### config.mk
export PLATFORM = sky130hd
export DESIGN_NAME = fcsc_lane
export DESIGN_NICKNAME = d
export VERILOG_FILES = /design/src/rtl/fcsc_pkg.sv /design/src/rtl/fcsc_lane.sv
export SDC_FILE = /design/constraint.sdc
export NUM_CORES = 1
export LEC_CHECK = 0
export ABC_CLOCK_PERIOD_IN_PS = 10400
export BUFFER_PORTS_ARGS = -buffer_cell sky130_fd_sc_hd__buf_2
export CORE_AREA = 2 2 166 152
export DETAILED_ROUTE_END_ITERATION = 10
export DIE_AREA = 0 0 168 154
export REMOVE_ABC_BUFFERS = 1
export SLEW_MARGIN = 5
export SYNTH_ARGS = -nofsm -noshare
export SYNTH_HDL_FRONTEND = slang
export SYNTH_SLANG_ARGS = --single-unit
### constraint.sdc
create_clock -name vclk -period 10.4
set_clock_uncertainty 0.05 [all_clocks]
set_input_delay 0 -clock vclk [all_inputs]
set_output_delay 0 -clock vclk [all_outputs]
set_load 0.01 [all_outputs]
### src/rtl/fcsc_pkg.sv
`default_nettype none
// ----------------------------------------------------------------------------
// fcsc_pkg
// Shared types and constants of the finger curvature shape classifier.
// ----------------------------------------------------------------------------
package fcsc_pkg;
  localparam int FINGERS = 3;
  localparam int CURV_W = 16;
  localparam int THR_W = 15;
  localparam int RADIUS_W = 32;
  localparam int CONF_W = 9;

  localparam logic [1:0] CLS_UNKNOWN = 2'd0;
  localparam logic [1:0] CLS_PLANE = 2'd1;
  localparam logic [1:0] CLS_SPHERE = 2'd2;
  localparam logic [1:0] CLS_CYLINDER = 2'd3;

  localparam logic [CONF_W-1:0] CONF_FULL = 9'd256;
  localparam logic [CONF_W-1:0] CONF_CYL = 9'd154;
  localparam logic [CONF_W-1:0] CONF_OTHER = 9'd77;
  localparam logic [RADIUS_W-1:0] RADIUS_MAX = 32'h7fff_ffff;

  localparam logic [0:0] REG_FLAT = 1'b0;
  localparam logic [0:0] REG_UNIFORM = 1'b1;

  // per-finger lane result
  typedef struct packed {
    logic        valid;
    logic [15:0] mag;
    logic [31:0] sq;
  } lane_t;
endpackage
`default_nettype wire

### src/rtl/fcsc_lane.sv
`default_nettype none
// ----------------------------------------------------------------------------
// fcsc_lane
// One finger lane: magnitude and square of a curvature.
// ----------------------------------------------------------------------------
module fcsc_lane
  import fcsc_pkg::*;
(
  input  wire logic signed [15:0] curv,
  input  wire logic               en,
  output lane_t                   lane
);
  logic [16:0] mag;
  assign mag = curv[15] ? 17'(-{curv[15], curv}) : 17'({1'b0, curv});
  assign lane.valid = en;
  // magnitude of -32768 is 32768: keep 16 bits plus square on full value
  assign lane.mag = mag[15:0];
  assign lane.sq = 32'(mag * mag);
endmodule
`default_nettype wire

* Word-level counts from Yosys, hierarchy flattened *
Cells that the tools add are included.

operators by class
  reductions and logical operators = 0
  muxes and demuxes = 1
  shift-type cells = 0
  div/mod/pow operators = 0
  order comparisons = 0
  $add $sub $neg = 1
  bitwise operators = 0
  equality and inequality tests = 0
  $mul = 1

operators by type and width
  cell              count
  $mul A17 B17 Y32  1
  $mux W17          1
  $neg A17 Y17      1

word-level totals
  bits in registers = 0
  logic and storage cells = 3
  memory bits (read-only) = 0
  bits in latches = 0
  bits in writable memories = 0
  memories kept = 0
  bits of input ports = 17
  output and inout port bits = 49

* Depth between registers and ports, before layout *
  depth after elaboration = 3
  mapped depth = 30
  gate-level depth less buffers = 26

* Least setup slack after synthesis *
OpenSTA, ideal clock, no wires.

  kind = input-to-output
  start point = input port curv[0]
  end point = output port lane[28] (netlist bit)
  arrival = 7.025 ns
  path buffers = 4
  cell stages on the path = 29
  slack = 3.325 ns
  cell sequence = clkbuf_2 inv_1 clkbuf_1 ha_1 nand3b_4 or4_4 nand2_1 xnor2_1 clkbuf_1 nand2_1 fa_1 inv_1 fa_1 inv_1 fa_1 inv_1 fa_1 fa_1 inv_1 fa_1 inv_1 ha_1 buf_2 nand2_1 a211o_1 a31oi_1 o22ai_1 o41ai_1 xor2_1

RTL lines
  what                line             RTL
  start: declaration  fcsc_lane.sv:9   input wire logic signed [15:0] curv,
  end: declaration    fcsc_lane.sv:11  output lane_t lane

==> flow_metrics.tcl <==
set metrics [dict create \
    syn-cell-area_sq_mm 0.008344 \
    stdcell_count 1351 \
    antenna_cells 0 \
    worst-endpoint-required_ns 10.35 \
    io_pins 66 \
    place_congestion 0.9206 \
    crit_fanout 13 \
    area_growth_pct 9.132 \
    dr.pass1.iters 5 \
    maxSlewViolCount 0 \
    cts_hold_buf 1 \
    place_hpwl_um 18330 \
    drive_above_1_share 0.09204 \
    worst_pin_slew_ns 0.9571 \
    min_period_ns 7.815 \
    avgViaCountPerCell 4.583 \
    fp.dieW_um 168 \
    port_buffers 63 \
    ff_latch_area_sq_um 0 \
    ys_types 59 \
    finalHoldViolations 0 \
    start_util 0.3479 \
    grt_max_degree 18 \
    crit_type "input port to primary output" \
    die_h_um 154 \
    place_inst 1350 \
    setup_tns_ns 0 \
    core_sq_mm 0.02399 \
    max_cap_viol_count 0 \
    grt_pass1_wl_um 34920 \
    nets 1351 \
    nFlopsAndLatches 0 \
    hold_path.class "input port to primary output" \
    endpoint_kind "primary output" \
    status "finished, final reports clean" \
    slew_headroom 0.3573 \
    ys_seq_area_frac 0 \
    critical_path_arrival_ns 7.77 \
    synthCells 964 \
    fmax_mhz 128.0 \
    rsz0062_at_grt "no" \
    rows 54 \
    ys_warn_count 0 \
    setup_violations 0 \
    gr-total-overflow 0 \
    drtIter0Drc 324 \
    drc 0 \
    grt_use_total 0.1676 \
    post-route-period-util 0.7514 \
    grt_pass1_vias 6590 \
    cts_resized 0 \
    wl_per_cell_um 15.04 \
    clkbuf_count 0 \
    setup.worst_path.start_class "input port" \
    route.vias.total 6192 \
    n_fill_cell 2456 \
    wl_um 20320 \
    design.die.area_sq_mm 0.02587 \
    detail-route-antenna-nets 0 \
    antenna_found_initial 0 \
    syn_avg_cell_area_sq_um 8.656 \
    cts_setup_buffers 0 \
]
==> critical path: stages <==
cell and delay, ns:
buf_2 0.17, inv_1 0.32, ha_1 0.30, nand3b_4 0.11
or4_4 0.47, o21ai_2 0.20, xor2_2 0.49, inv_2 0.28
nand2_1 0.16, fa_1 0.48, fa_1 0.52, fa_1 0.52
inv_1 0.05, fa_1 0.49, fa_1 0.49, inv_1 0.05
fa_1 0.47, inv_1 0.04, ha_1 0.42, nand2_1 0.08
a211o_1 0.27, a31oi_1 0.38, o22ai_1 0.29, o41ai_1 0.39
xor2_1 0.18, buf_2 0.14
==> stage by stage <==
step                      instance area (sq um)  setup slack (ns)  hold WS [ns]    util
after floorplan                            8335             3.720      -0.05000       -
after global placement                     9096             2.697      -0.04993  0.3792
after detailed placement                   9096             2.636      -0.04993  0.3792
after CTS                                  9106             2.588        0.2828  0.3797
after global routing                       9106             2.111        0.2902  0.3797
final                                      9106             2.585        0.2808  0.3797
==> metal layers <==
| layer | global-route usage | share of wire |
|---|---|---|
| met3 | 0.01931 | 0.050 |
| met4 | 0.02650 | 0.018 |
| met5 | 0 | 0 |
| met2 | 0.2550 | 0.44 |
| met1 | 0.2594 | 0.50 |
==> kinds of logic after synthesis <==
kind of cell	share of synthesized area
other cells	0.0009000
compound gates	0.08262
fa+ha+maj	0.6043
xor+xnor	0.05383
buf+inv	0.1481
simple gates	0.1102
==> worst paths after layout <==
path	from	endpoint	cells after the start
max	curv[0]	lane[28]	26
min	curv[0]	lane[0]	2
==> layout make-up <==
cell class	count	area, sq um	share of cell area
multi-input combinational	677	7232	0.7942
inverter	294	1104	0.1212
timing repair buffer	72	385.4	0.04232
tap	308	385.4	0.04232
==> synth_stat cells (all sizes together) (3+ instances only) <==
master  instances  area share
nand2b          4      0.0030
xor2           18       0.022
xnor2          29       0.031
nor3            9      0.0054
clkbuf         16      0.0073
o31ai           6       0.010
inv           293        0.13
a21o           16       0.014
nand2         101       0.046
nand3          10      0.0060
nor2           64       0.030
fa            190        0.46
a31oi           7      0.0052
buf            10      0.0085
o211ai          3      0.0027
and2            3      0.0022
nand4           4      0.0030
a21oi          26       0.016
ha             99        0.15
o41ai           3      0.0031
o21ai          18       0.011
==> cells in the final DEF (no fill, tap or decap), types with 9 or more instances in the layout <==
master,instances
conb_1,35
buf_2,63
nand2_1,100
a21o_1,16
ha_1,99
fa_1,190
nor2_1,63
a21oi_1,26
nor3_1,9
xor2_1,14
inv_1,285
nand3_1,10
o21ai_0,17
xnor2_1,28
Power is left out: the tool's default activity adds up to more than one toggle a clock period on the data nets, which glitch-free logic cannot reach.
