==> src/rtl/fcsc_isqrt.sv <==
`default_nettype none
// ----------------------------------------------------------------------------
// fcsc_isqrt
// Pipelined integer square root, one result bit per stage.
// ----------------------------------------------------------------------------
module fcsc_isqrt #(
  parameter int HW = 26,
  parameter int TW = 8
) (
  input  wire logic            clk,
  input  wire logic            en,
  input  wire logic [2*HW-1:0] val,
  input  wire logic [TW-1:0]   tag_in,
  output logic [HW-1:0]        root,
  output logic [TW-1:0]        tag_out
);
  logic [2*HW-1:0] v_r [HW+1];
  logic [HW+1:0]   rm_r [HW+1];
  logic [HW-1:0]   rt_r [HW+1];
  logic [TW-1:0]   t_r [HW+1];

  always_comb begin
    v_r[0] = val;
    rm_r[0] = '0;
    rt_r[0] = '0;
    t_r[0] = tag_in;
  end

  for (genvar g = 0; g < HW; g++) begin : g_st
    logic [HW+3:0] rs;
    logic [HW+3:0] trial;
    logic [HW+3:0] diff;
    assign rs = {rm_r[g], v_r[g][2*HW-1-2*g -: 2]};
    assign trial = {2'b0, rt_r[g], 2'b01};
    assign diff = rs - trial;
    always_ff @(posedge clk) begin
      if (en) begin
        v_r[g+1] <= v_r[g];
        t_r[g+1] <= t_r[g];
        if (!diff[HW+3]) begin
          rm_r[g+1] <= diff[HW+1:0];
          rt_r[g+1] <= {rt_r[g][HW-2:0], 1'b1};
        end else begin
          rm_r[g+1] <= rs[HW+1:0];
          rt_r[g+1] <= {rt_r[g][HW-2:0], 1'b0};
        end
      end
    end
  end
  assign root = rt_r[HW];
  assign tag_out = t_r[HW];
endmodule
`default_nettype wire

==> config.mk <==
export PLATFORM = sky130hd
export DESIGN_NAME = fcsc_isqrt
export DESIGN_NICKNAME = d
export VERILOG_FILES = /design/src/rtl/fcsc_isqrt.sv
export SDC_FILE = /design/constraint.sdc
export NUM_CORES = 2
export LEC_CHECK = 0
export BUFFER_PORTS_ARGS = -buffer_cell sky130_fd_sc_hd__clkbuf_2
export CAP_MARGIN = 20
export CORE_ASPECT_RATIO = 0.6
export CORE_MARGIN = 2
export CORE_UTILIZATION = 45
export DETAILED_ROUTE_END_ITERATION = 16
export SYNTH_ARGS = -nofsm -noshare
export SYNTH_HDL_FRONTEND = slang
export SYNTH_SLANG_ARGS = --single-unit
==> constraint.sdc <==
create_clock -name clk -period 6.45 [get_ports clk]
set_input_delay 0.645 -clock clk [delete_from_list [all_inputs] [get_ports clk]]
set_output_delay 0.645 -clock clk [all_outputs]
set_load 0.05 [all_outputs]
### Yosys cells after proc, flatten, opt, wreduce, memory -nomap -nowiden

Cells that the tools add are included.
W data, S select, Z words.

* input port bits: 62
* register bits: 1884

* add/subtract/negate cells: 26
* multiplexer cells: 51

Operators with widths (count)
* $mux W28: 24
* $sub A30 B10 Y30: 1
* $sub A30 B11 Y30: 1
* $sub A30 B12 Y30: 1
* $sub A30 B13 Y30: 1
* $sub A30 B14 Y30: 1
* $sub A30 B15 Y30: 1
* $sub A30 B16 Y30: 1
* $sub A30 B17 Y30: 1
* $sub A30 B18 Y30: 1
* $sub A30 B19 Y30: 1
* $sub A30 B20 Y30: 1
* $sub A30 B21 Y30: 1
* $sub A30 B22 Y30: 1
* $sub A30 B23 Y30: 1
* $sub A30 B24 Y30: 1
* $sub A30 B25 Y30: 1
* $sub A30 B26 Y30: 1
* $sub A30 B27 Y30: 1
* $sub A30 B3 Y30: 1
* $sub A30 B4 Y30: 1
* $sub A30 B5 Y30: 1
* $sub A30 B6 Y30: 1
* $sub A30 B7 Y30: 1
* other kinds (5): 30

### Logic depth before layout (Yosys ltp)

* word-level depth: 2
* depth in mapped cells: 14

### Worst setup path after synthesis

OpenSTA, ideal clock, no wires.

* path kind: reg2reg
* from: register rm_r (netlist bit g_st[3].rs[17])
* to: register rm_r (netlist bit g_st[4].rs[24]) (data pin)
* buffers on the path: 0
* setup time: 0.258 ns
* setup slack: 2.899 ns
* stages on the path, launching flop included: 10
* arrival: 3.294 ns
* period minus slack after synthesis: 3.551 ns
* cells stage by stage: edfxtp_1 > or4_1 > or4_1 > nor4_1 > nand4b_1 > xor2_1 > and4b_1 > nand2_1 > or3_1 > xnor2_1

* word-level cells in the longest chain between the ends: 2

RTL lines
* start: declaration: line 18 `logic [HW+1:0] rm_r [HW+1];`
* start signal: indexed assignment: line 41 `rm_r[g+1] <= diff[HW+1:0];`
* start signal: indexed assignment: line 44 `rm_r[g+1] <= rs[HW+1:0];`
* $sub A30 B5 Y30: line 35 `assign diff = rs - trial;`
* $mux W28: line 40 `if (!diff[HW+3]) begin`

Every way passes these cells.
A chain may end at the register's enable or synchronous reset.

### Worst setup path in the final report

* from: register rt_r (netlist bit g_st[9].trial[2])
* to: register rm_r (netlist bit g_st[10].rs[9]) (data pin)

* word-level cells in the longest chain between the ends: 2

RTL lines
* start: declaration: line 19 `logic [HW-1:0] rt_r [HW+1];`
* start signal: indexed assignment: line 42 `rt_r[g+1] <= {rt_r[g][HW-2:0], 1'b1};`
* start signal: indexed assignment: line 45 `rt_r[g+1] <= {rt_r[g][HW-2:0], 1'b0};`
* $sub A30 B11 Y30: line 35
* $mux W28: line 40

Every way passes these cells.

==> results.md <==
- Initial antenna violation count: 15
- Root Driver: clkbuf_16
- WL per Instance: slightly below 20 um
- CP startpoint kind: flop
- Die width: around 560 um
- Netlist cell types: 84
- Area of the multi-input gates: 24900 um2
- Min-delay worst type: primary input to flop
- Peak VDD IR: 0.197 mV
- DP Wirelength: approximately 120 mm
- CORE AREA: ~180000 um2
- Die area: between 150000 and 200000 um2
- Final hold violation count: 0
- Crit path time final: around 5 ns
- Largest net degree at the start of global routing: between 150 and 200
- Via count: a little under 50000
- Worst-margin pin slew: about 1.3 ns
- Clk_lat worst skew: around 0.84 ns
- Fmax: ~200 MHz
- CTS tree: built
- Pleak: ~35 nW
- Cts bufs inserted: ~180
- Flops & latches, synth: around 1900
- Die height: 337 um
- Initial Util: 0.452
- Sequential share of the synthesized area: 0.675
- Num ports: 96
- Clock Tree Buf Depth: 4
- DRC viols: 0
- Port Buffers: 95
- RSZ-0062 raised after global routing: false
- Total grt overflow: 0
- # fillers: ~16000
- Storage cell area: ~56000 um2
- Synth Cell Area: approximately 83000 um2
- CP endpoint kind: flop
- Synthesis Warnings: 0
- H-tree depth: 4
- Final Skew: 0.0908 ns
- Net Count, Synth: around 6500
- Max Slew Vio Count: 0
- Global-route wire length before repair: ~270 mm
- Crit path kind: flop to flop
- RD Place Congestion: 0.883
- TritonRoute pass-1 iters: 5
- Outcome: finished clean
- Area grow syn2layout: 12.0%
- Prevailing post-synth register cell: edfxtp_1
- Vias/cell: between 5 and 6
- Post-route design area: a little over 90000 um2
- Setup TNS: 0 ns
- Final wirelength: approximately 180 mm
- Cell Area, Placed: ~87000 um2
- Post-cts gate resize count: 0
- Post-synth EDFFs: ~1900
- Slew margin rel.: 0.105
- DRT antenna net count: 0
- Sink Count: ~1900
- Share of layout cells above drive strength 1: 0.0862
- Tcrit/Tclk final: 0.760
- Final setup vio count: 0
- Crit-path max FO: 23
- Clock-pin slew on the worst setup and hold paths: 0.06 ns
- Post-Synthesis Cells: just over 6000
- Row count: ~120
- Post-CTS Repair Setup Buffers: 0
- Tot GR Track Use: 0.183
- Number of max-cap violations: 0
- Initial DRC Count: roughly 5700
- Layout Nets: 6785
- PD cells: roughly 330 nW/um2
- Worst Path Required: 6.90 ns
- Async set or reset register ratio after synthesis: 0
- Vias in the first global route: about 44000
- Crit path DAT: roughly 5.4 ns
- Avg Inst Size Synth: roughly 14 um2
[cell usage in the layout, fill, tap and decap left out, types with 30 or more instances in the layout]
cell type and instances:
a21o_1 114, a21oi_1 266, and3_1 30, buf_4 39, clkbuf_1 35, clkbuf_16 183, clkbuf_2 94, clkinv_1 31
dlygate4sd3_1 54, edfxtp_1 1871, ha_1 351, inv_1 486, mux2_2 90, nand2_1 435, nand2b_1 73, nand3_1 98
nand4_1 39, nor2_1 302, nor2b_1 44, nor3_1 163, nor4_1 75, o21a_1 71, o21ai_0 362, o31ai_1 43
or3_1 64, or4_1 40, xnor2_1 285, xor2_1 266
[flip-flops by register name, summed over array words and instances (netlist names)]
register / count
t_r: 200
g_st.trial: 325
v_r: 600
g_st.rs: 712
tag_out: 8
root: 26
[power breakdown]
group / total (W) / internal [W] / leakage [nW] / switching (W)
sequential: 0.0156 / 0.0148 / 18.3 / 0.000758
clock: 0.0102 / 0.00569 / 2.70 / 0.00451
combinational: 0.00530 / 0.00213 / 13.9 / 0.00316
total: 0.0311 / 0.0227 / 34.9 / 0.00844
[routing by layer]
metal  share of wire  up-vias  track usage
met3           0.093      207       0.0450
met5               0        -            0
met2            0.34     1563        0.207
li1                -    23200            -
met1            0.56    23600        0.330
met4           0.015        0       0.0342
[layout make-up]
cell class	count	area share
Inverter	491	0.0198
Clock buffer	218	0.0505
Tap cell	2480	0.0333
Timing Repair Buffer	207	0.0178
Multi-Input combinational cell	3618	0.267
Sequential cell	1871	0.602
Antenna cell	1	0.0000268
Clock inverter	94	0.00919
[repair_timing]
item / 4_1_cts / 5_1_grt
hold endpoints to repair: 54 / 0
hold buffers: 54 / 0
setup endpoints to repair: 0 / 0
[worst max-delay path: stages (launching register included)]
cell	delay (ns)
edfxtp_1	0.72
inv_1	0.11
ha_1	0.34
o21ai_0	0.13
a21boi_0	0.42
o2111ai_1	0.28
a221oi_1	0.55
or4_1	0.20
nand4_2	0.51
o21ai_0	1.25
[cell usage after synthesis, drive strengths merged, types with 12 or more instances]
cell type	number	area share
a2111oi	15	0.0016
a211oi	23	0.0021
a21boi	13	0.0012
a21o	114	0.010
a21oi	266	0.016
a31o	12	0.0013
a31oi	27	0.0020
and2	17	0.0013
and3	30	0.0023
buf	18	0.0014
clkbuf	91	0.0041
edfxtp	1871	0.67
ha	351	0.053
inv	488	0.022
mux2	91	0.012
nand2	435	0.020
nand2b	73	0.0055
nand3	98	0.0059
nand3b	17	0.0015
nand4	40	0.0031
nor2	302	0.014
nor2b	44	0.0033
nor3	163	0.0098
nor4	76	0.0059
nor4b	12	0.0013
o2111ai	15	0.0016
o211ai	27	0.0024
o21a	71	0.0064
o21ai	366	0.022
o21bai	30	0.0028
o31a	12	0.0013
o31ai	45	0.0041
o41ai	17	0.0018
or2	28	0.0021
or3	64	0.0048
or4	44	0.0041
xnor2	294	0.031
xor2	268	0.028
[cell families (layout without fill, tap and decap cells)]
kind of cell / count (synthesis) / count (layout) / share of synthesized area
other: 1 / 2 / 0.0000450
flip-flops: 1871 / 1871 / 0.675
adder cells (fa/ha/maj): 351 / 351 / 0.0527
AND/OR/NAND/NOR: 1475 / 1475 / 0.0874
XOR/XNOR: 562 / 562 / 0.0591
multiplexers: 99 / 99 / 0.0133
AO/OA/AOI/OAI: 1130 / 1130 / 0.0852
buffers and inverters: 600 / 1010 / 0.0277
[stage by stage]
step            util  total power [W]  worst slack (ns)  hold WS [ns]  instances
2_1_floorplan      -           0.0192              2.90         0.400       6089
3_3_place_gp   0.473           0.0209              1.61         0.400       8602
3_5_place_dp   0.473           0.0210              1.90         0.405       8606
4_1_cts        0.506           0.0313              1.88      0.000870       8972
5_1_grt        0.507           0.0326              1.42        0.0134       8979
6_report       0.507           0.0311              1.55        0.0643       8980
[worst paths after layout]
check,slack [ns],endpoint,startpoint,cells past startpoint
min reg2reg,0.37,v_r[699],v_r[751],0
min,0.06,v_r[1302],val[2],1
max,1.55,g_st[10].rs[9],g_st[9].trial[2],9
max reg2reg,1.55,g_st[10].rs[9],g_st[9].trial[2],9
No activity file was read; power rests on OpenSTA's default activity.
