### config.mk
export PLATFORM = sky130hd
export DESIGN_NAME = fcsc_divu
export DESIGN_NICKNAME = d
export VERILOG_FILES = /design/src/rtl/fcsc_divu.sv
export SDC_FILE = /design/constraint.sdc
export NUM_CORES = 2
export LEC_CHECK = 0
export BUFFER_PORTS_ARGS = -buffer_cell sky130_fd_sc_hd__buf_2
export CAP_MARGIN = 20
export CORE_MARGIN = 4
export CORE_UTILIZATION = 62
export CTS_CLUSTER_DIAMETER = 150
export DETAILED_ROUTE_END_ITERATION = 16
export HOLD_SLACK_MARGIN = 0.03
export PLACE_DENSITY = 0.79
export REMOVE_ABC_BUFFERS = 1
export SYNTH_ARGS = -nofsm -noshare
export SYNTH_HDL_FRONTEND = slang
export SYNTH_SLANG_ARGS = --single-unit
export TNS_END_PERCENT = 100
### constraint.sdc
create_clock -name clk -period 4.7 [get_ports clk]
set_input_delay 0.94 -clock clk [delete_from_list [all_inputs] [get_ports clk]]
set_output_delay 0.94 -clock clk [all_outputs]
set_load 0.02 [all_outputs]
### src/rtl/fcsc_divu.sv
`default_nettype none
// ----------------------------------------------------------------------------
// fcsc_divu
// Pipelined restoring divider, one quotient bit per stage.
// ----------------------------------------------------------------------------
module fcsc_divu #(
  parameter int NW = 32,
  parameter int DW = 20,
  parameter int TW = 8
) (
  input  wire logic          clk,
  input  wire logic          en,
  input  wire logic [NW-1:0] num,
  input  wire logic [DW-1:0] den,
  input  wire logic [TW-1:0] tag_in,
  output logic [NW-1:0]      quo,
  output logic [TW-1:0]      tag_out
);
  logic [NW-1:0] q_r [NW+1];
  logic [DW:0]   r_r [NW+1];
  logic [DW-1:0] d_r [NW+1];
  logic [TW-1:0] t_r [NW+1];

  always_comb begin
    q_r[0] = num;
    r_r[0] = '0;
    d_r[0] = den;
    t_r[0] = tag_in;
  end

  for (genvar g = 0; g < NW; g++) begin : g_st
    logic [DW+1:0] rem_sh;
    logic [DW+1:0] diff;
    logic [NW-1:0] q_next;
    assign rem_sh = {r_r[g], q_r[g][NW-1-g]};
    assign diff = rem_sh - {2'b0, d_r[g]};
    // the consumed dividend bit becomes the quotient bit
    always_comb begin
      q_next = q_r[g];
      q_next[NW-1-g] = !diff[DW+1];
    end
    always_ff @(posedge clk) begin
      if (en) begin
        q_r[g+1] <= q_next;
        d_r[g+1] <= d_r[g];
        t_r[g+1] <= t_r[g];
        r_r[g+1] <= diff[DW+1] ? rem_sh[DW:0] : diff[DW:0];
      end
    end
  end
  assign quo = q_r[NW];
  assign tag_out = t_r[NW];
endmodule
`default_nettype wire

# Word-level counts from Yosys, hierarchy flattened
# Cells that the tools add are included.
[totals]
reg_bits = 2551
output_inout_bits = 40
romBits = 0
latchBits = 0
wordCells = 222
ramBits = 0
input_bits = 62
memories = 0
[op_classes]
n_eq_ne = 0
div_mod_pow = 0
n_shift = 0
n_addsub = 32
order_cmp = 0
multipliers = 0
muxes = 31
bitwise_logic = 0
reduce_logical = 32
[ops]
columns = ["cell", "count"]
rows = [
  ["$sub 22x20->22", 31],
  ["$mux 21", 30],
  ["$logic_not 1->1", 32],
  ["$sub 1x20->21", 1],
  ["$mux 1", 1],
]

# Longest topological paths before layout
[logic_depth]
depth_word = 2
mapped_depth = 13

# Worst setup path before layout
# OpenSTA, ideal clock, no wires.
[synth_path]
path_kind = "reg-to-reg"
from = "register r_r, in the netlist g_st[2].rem_sh[7]"
to = "register r_r, in the netlist g_st[3].rem_sh[10] (data pin)"
path_stages_with_launch = 11
setup_time_ns = 0.260
period_less_slack_ns = 3.260
arrival_time_ns = 3.001
slack_ns = 1.440
path_buffers = 1
path_cell_list = "edfxtp_1 ha_1 o21ai_1 a21oi_1 or4b_1 o31a_1 a211oi_2 o31ai_1 xor2_1 buf_2 mux2_2"
[synth_via]
elab_chain_cells = 2
[synth_lines]
columns = ["element", "line", "rtl"]
rows = [
  ["start, declared", "20", "logic [DW:0] r_r [NW+1];"],
  ["start signal, assigned by index", "47", "r_r[g+1] <= diff[DW+1] ? rem_sh[DW:0] : diff[DW:0];"],
  ["$sub 22x20->22", "36", "assign diff = rem_sh - {2'b0, d_r[g]};"],
  ["$mux 21", "47", ""],
]
# No other way between the ends.
# A chain may end at the register's enable or synchronous reset.

# Worst setup path after layout
[layout_path]
from = "register d_r[461] in the netlist's numbering"
to = "register r_r, in the netlist g_st[10].rem_sh[17] (data pin)"
[layout_via]
elab_chain_cells = 2
[layout_lines]
columns = ["element", "line", "rtl"]
rows = [
  ["start, declared", "21", "logic [DW-1:0] d_r [NW+1];"],
  ["start signal, assigned by index", "45", "d_r[g+1] <= d_r[g];"],
  ["$sub 22x20->22", "36", ""],
  ["$mux 21", "47", ""],
]
# No other way between the ends.

==> metrics.yaml <==
crit_chain: "inv_1, ha_1, nor2b_1, o21a_1, o21ai_0, a211oi_1, o211ai_1, o21ai_1, a311oi_1, xnor2_2, buf_4, mux2_2"
die_width_um: 441.1
first_iter_violations: 4649
fillers: 11830
grt_pass1_wl_um: 351500
synth_enable_flop_cells: 2551
rsz0062_at_grt: "false"
grt_usage_pct: 22.69
setup_viol: 0
cts_hold_buf: 0
drc: 0
antenna_found_initial: 1
met3_usage_pct: 2.961
cts_setup_buffers: 0
drt-total-wl_um: 219600
crit_end: "g_st[10].rem_sh[17]"
fin_crit_sh_pct: 89.43
ant_nets: 0
via_per_inst: 5.833
overflow: 0
yosysUniqueCellTypes: 98
yosysSeqAreaShare_pct: 65.87
clock-root-buffer: "clkbuf_16"
p_per_area_nw_per_um2: 703.5
reg2reg_depth: 12
crit_family: "compound AO/OA/AOI/OAI gates"
cts_inserted_buffers: 282
routedWlPerCell_um: 20.05
max_cap_viol_count: 0
crit_start: "d_r[461]"
synth_ff_type: "edfxtp_1"
period_minus_slack_ns: 4.203
ctsLongestPathBuffers: 4
synth_top_area_cell: "edfxtp_1"
cpMaxStageDelayCell: "o21ai_0"
p_total_mw: 91.05
grt_pass1_vias: 66440
crit_arrival_ns: 4.83
r2r-start: "d_r[461]"
die_h_um: 441.1
first_pass_iters: 8
drive_above_1_share_pct: 13.69
crit_type: "reg -> reg"
syn2layout_area_growth_pct: 11.29
fin_setup_tns_ns: 0
grtUsageMet1_pct: 26.60
crit_cells: 12
cp_max_fo: 21
cp.required_ns: 5.32
regToRegSetupSlack_ns: 0.50
ioPinCount: 102
clock-sinks: 2551
syn_area_per_cell_um2: 14.83
cts_tree: "done"
synth.top_cells.by_area: "edfxtp_1, ha_1, xnor2_1"
status: "finished clean"
core_area_um2: 186000
clk_latency_ns: 0.93
hold_viol: 0
ys_seq_elements: 2551
power_leakage_nw: 50.18
critPathMaxStageDelay_ns: 0.51
gp_congestion: 0.8973
ir_worst_vdd_uv: 629.7
synth_top_area_share_pct: 65.87
hold_path.class: "in -> reg"
initial_utilization_pct: 62.51
grt_max_degree: 145
vias: 63880
fmax_ghz: 0.2379
end_kind: "flip-flop"
syn_inst: 7844
port_buffers: 101
num_rows: 158
gr-usage-met2_pct: 42.00
async_flop_share_pct: 0
crit_path_start_kind: "flip-flop"
finClkSkew_ns: 0.07086
slew_headroom_pct: 40.67
syn_area_um2: 116300
gr-max-usage-layer: "met2"
drv_slew: 0
r2r-end: "g_st[10].rem_sh[17]"
post_cts_resized: 0
worst_slew_pin_slew_ns: 0.8899
dpl.hpwl_um: 146100
critical_path_buf_inv_count: 2
nNetsFinal: 8992
die_area_um2: 194600
clk_pin_slew_ns: 0.06
yosysWarnings: 0
htree_levels: 5
[area by class of cell]
cell class / instances / area (µm²) / share of cell area (%)
flip-flops and latches: 2551 / 76600 / 59.19
multi-input cells: 4462 / 36450 / 28.16
clock buffers: 330 / 7386 / 5.707
well taps: 2480 / 3103 / 2.398
inverters: 764 / 2868 / 2.216
repair buffers: 218 / 1659 / 1.282
clock inverters: 144 / 1349 / 1.042
diodes: 2 / 5.005 / 0.003867
[layer usage]
| layer | routed length (µm) | share of wire, % |
|---|---|---|
| met2 | 117100 | 53 |
| met3 | 7683 | 3.5 |
| met1 | 85780 | 39 |
| met5 | 0 | 0 |
| met4 | 9030 | 4.1 |
[cell usage in the layout, fill, tap and decap left out, types with 46 or more instances in the layout]
cell type | Yosys | final
nor2b_1 | 134 | 134
nand2b_1 | 64 | 64
nor2_1 | 384 | 383
o21ai_0 | 287 | 287
o21bai_1 | 57 | 57
nand2_1 | 202 | 202
edfxtp_1 | 2551 | 2551
xnor2_1 | 357 | 348
mux2i_1 | 88 | 88
nand3_1 | 90 | 90
inv_1 | 761 | 761
a21o_1 | 135 | 135
xor2_1 | 127 | 124
ha_1 | 621 | 621
a211oi_1 | 46 | 46
nor3_1 | 112 | 112
buf_4 | 15 | 95
mux2_1 | 62 | 62
o21a_1 | 147 | 147
buf_2 | 27 | 101
a21oi_1 | 403 | 403
clkinv_1 | 2 | 54
mux2_2 | 212 | 212
clkbuf_16 | 0 | 289
and3_1 | 54 | 54
mux2_4 | 192 | 192
[worst reg2reg max path: cells and delay by family (launching register included)]
family	cells	cell delay [ns]
multiplexers	1	0.39
adder cells (fa/ha/maj)	1	0.30
buffers and inverters	2	0.40
flip-flops	1	0.44
XOR/XNOR	1	0.17
AO/OA/AOI/OAI	6	2.08
AND/OR/NAND/NOR	1	0.14
[worst min path at each step]
| stage | depth (start not counted) | end | slack [ns] | startpoint |
|---|---|---|---|---|
| 6_report | 1 | t_r[248] | 0.20 | tag_in[0] |
| 5_1_grt | 1 | t_r[248] | 0.15 | tag_in[0] |
| 4_1_cts | 1 | t_r[250] | 0.12 | tag_in[2] |
| 3_5_place_dp | 0 | g_st[10].q_next[15] | 0.40 | g_st[9].q_next[15] |
| 3_3_place_gp | 0 | t_r[104] | 0.40 | t_r[112] |
| 2_1_floorplan | 0 | g_st[10].q_next[0] | 0.40 | g_st[9].q_next[0] |
[logic make-up (layout without fill, tap and decap cells)]
| logic type | count (synthesis) | after routing | share of synthesized area, % |
|---|---|---|---|
| AOI/OAI and AO/OA | 1444 | 1444 | 8.460 |
| and+or+nand+nor | 1306 | 1306 | 5.809 |
| adders and majority gates | 651 | 651 | 7.198 |
| muxes | 554 | 554 | 5.889 |
| other | 1 | 12 | 0.003225 |
| DFF | 2551 | 2551 | 65.87 |
| buffers and inverters | 840 | 1456 | 2.944 |
| xor gates and xnor gates | 497 | 497 | 3.827 |
[power by group]
| part | switching (mW) | internal, mW |
|---|---|---|
| sequential | 2.67 | 31.7 |
| clock | 8.61 | 12.5 |
| combinational | 18.0 | 17.6 |
| total | 29.3 | 61.8 |
[sequential cells by signal (all words and copies together), names as in the netlist]
register     flops
d_r            620
g_st.q_next    961
t_r            248
tag_out          8
quo             32
g_st.rem_sh    682
[stage by stage]
step	area, µm²	utilization [%]	setup slack (ns)	instances	hold WS [ns]
floorplan	115800	-	0.8283	7777	0.4003
global placement	120700	64.87	0.7890	10470	0.4002
detailed placement	120700	64.87	0.6834	10470	0.4045
CTS	129400	69.56	0.5269	10950	0.1199
global route	129400	69.57	0.2350	10950	0.1494
finish	129400	69.57	0.4967	10950	0.1996
[cell usage after synthesis (24+ instances only)]
cell type and n:
nand2_1 202, edfxtp_1 2551, nor4_1 41, mux2_4 192, or3_1 32, o31ai_1 41, mux2_2 212, a311oi_1 24
buf_6 24, mux2i_1 88, o21bai_1 57, o211ai_1 30, nand2b_1 64, o21ai_0 287, xnor2_1 357, ha_1 621
xor2_1 127, a21oi_1 403, a211oi_1 46, a31oi_1 28, nor3_1 112, nand3_1 90, nand4_1 27, o21a_1 147
nor2_1 384, and3_1 54, o41ai_1 29, fa_1 30, a21o_1 135, nor2b_1 134, a21boi_0 26, buf_2 27
inv_1 761, mux2_1 62
Power figures use the tool's default switching activity.
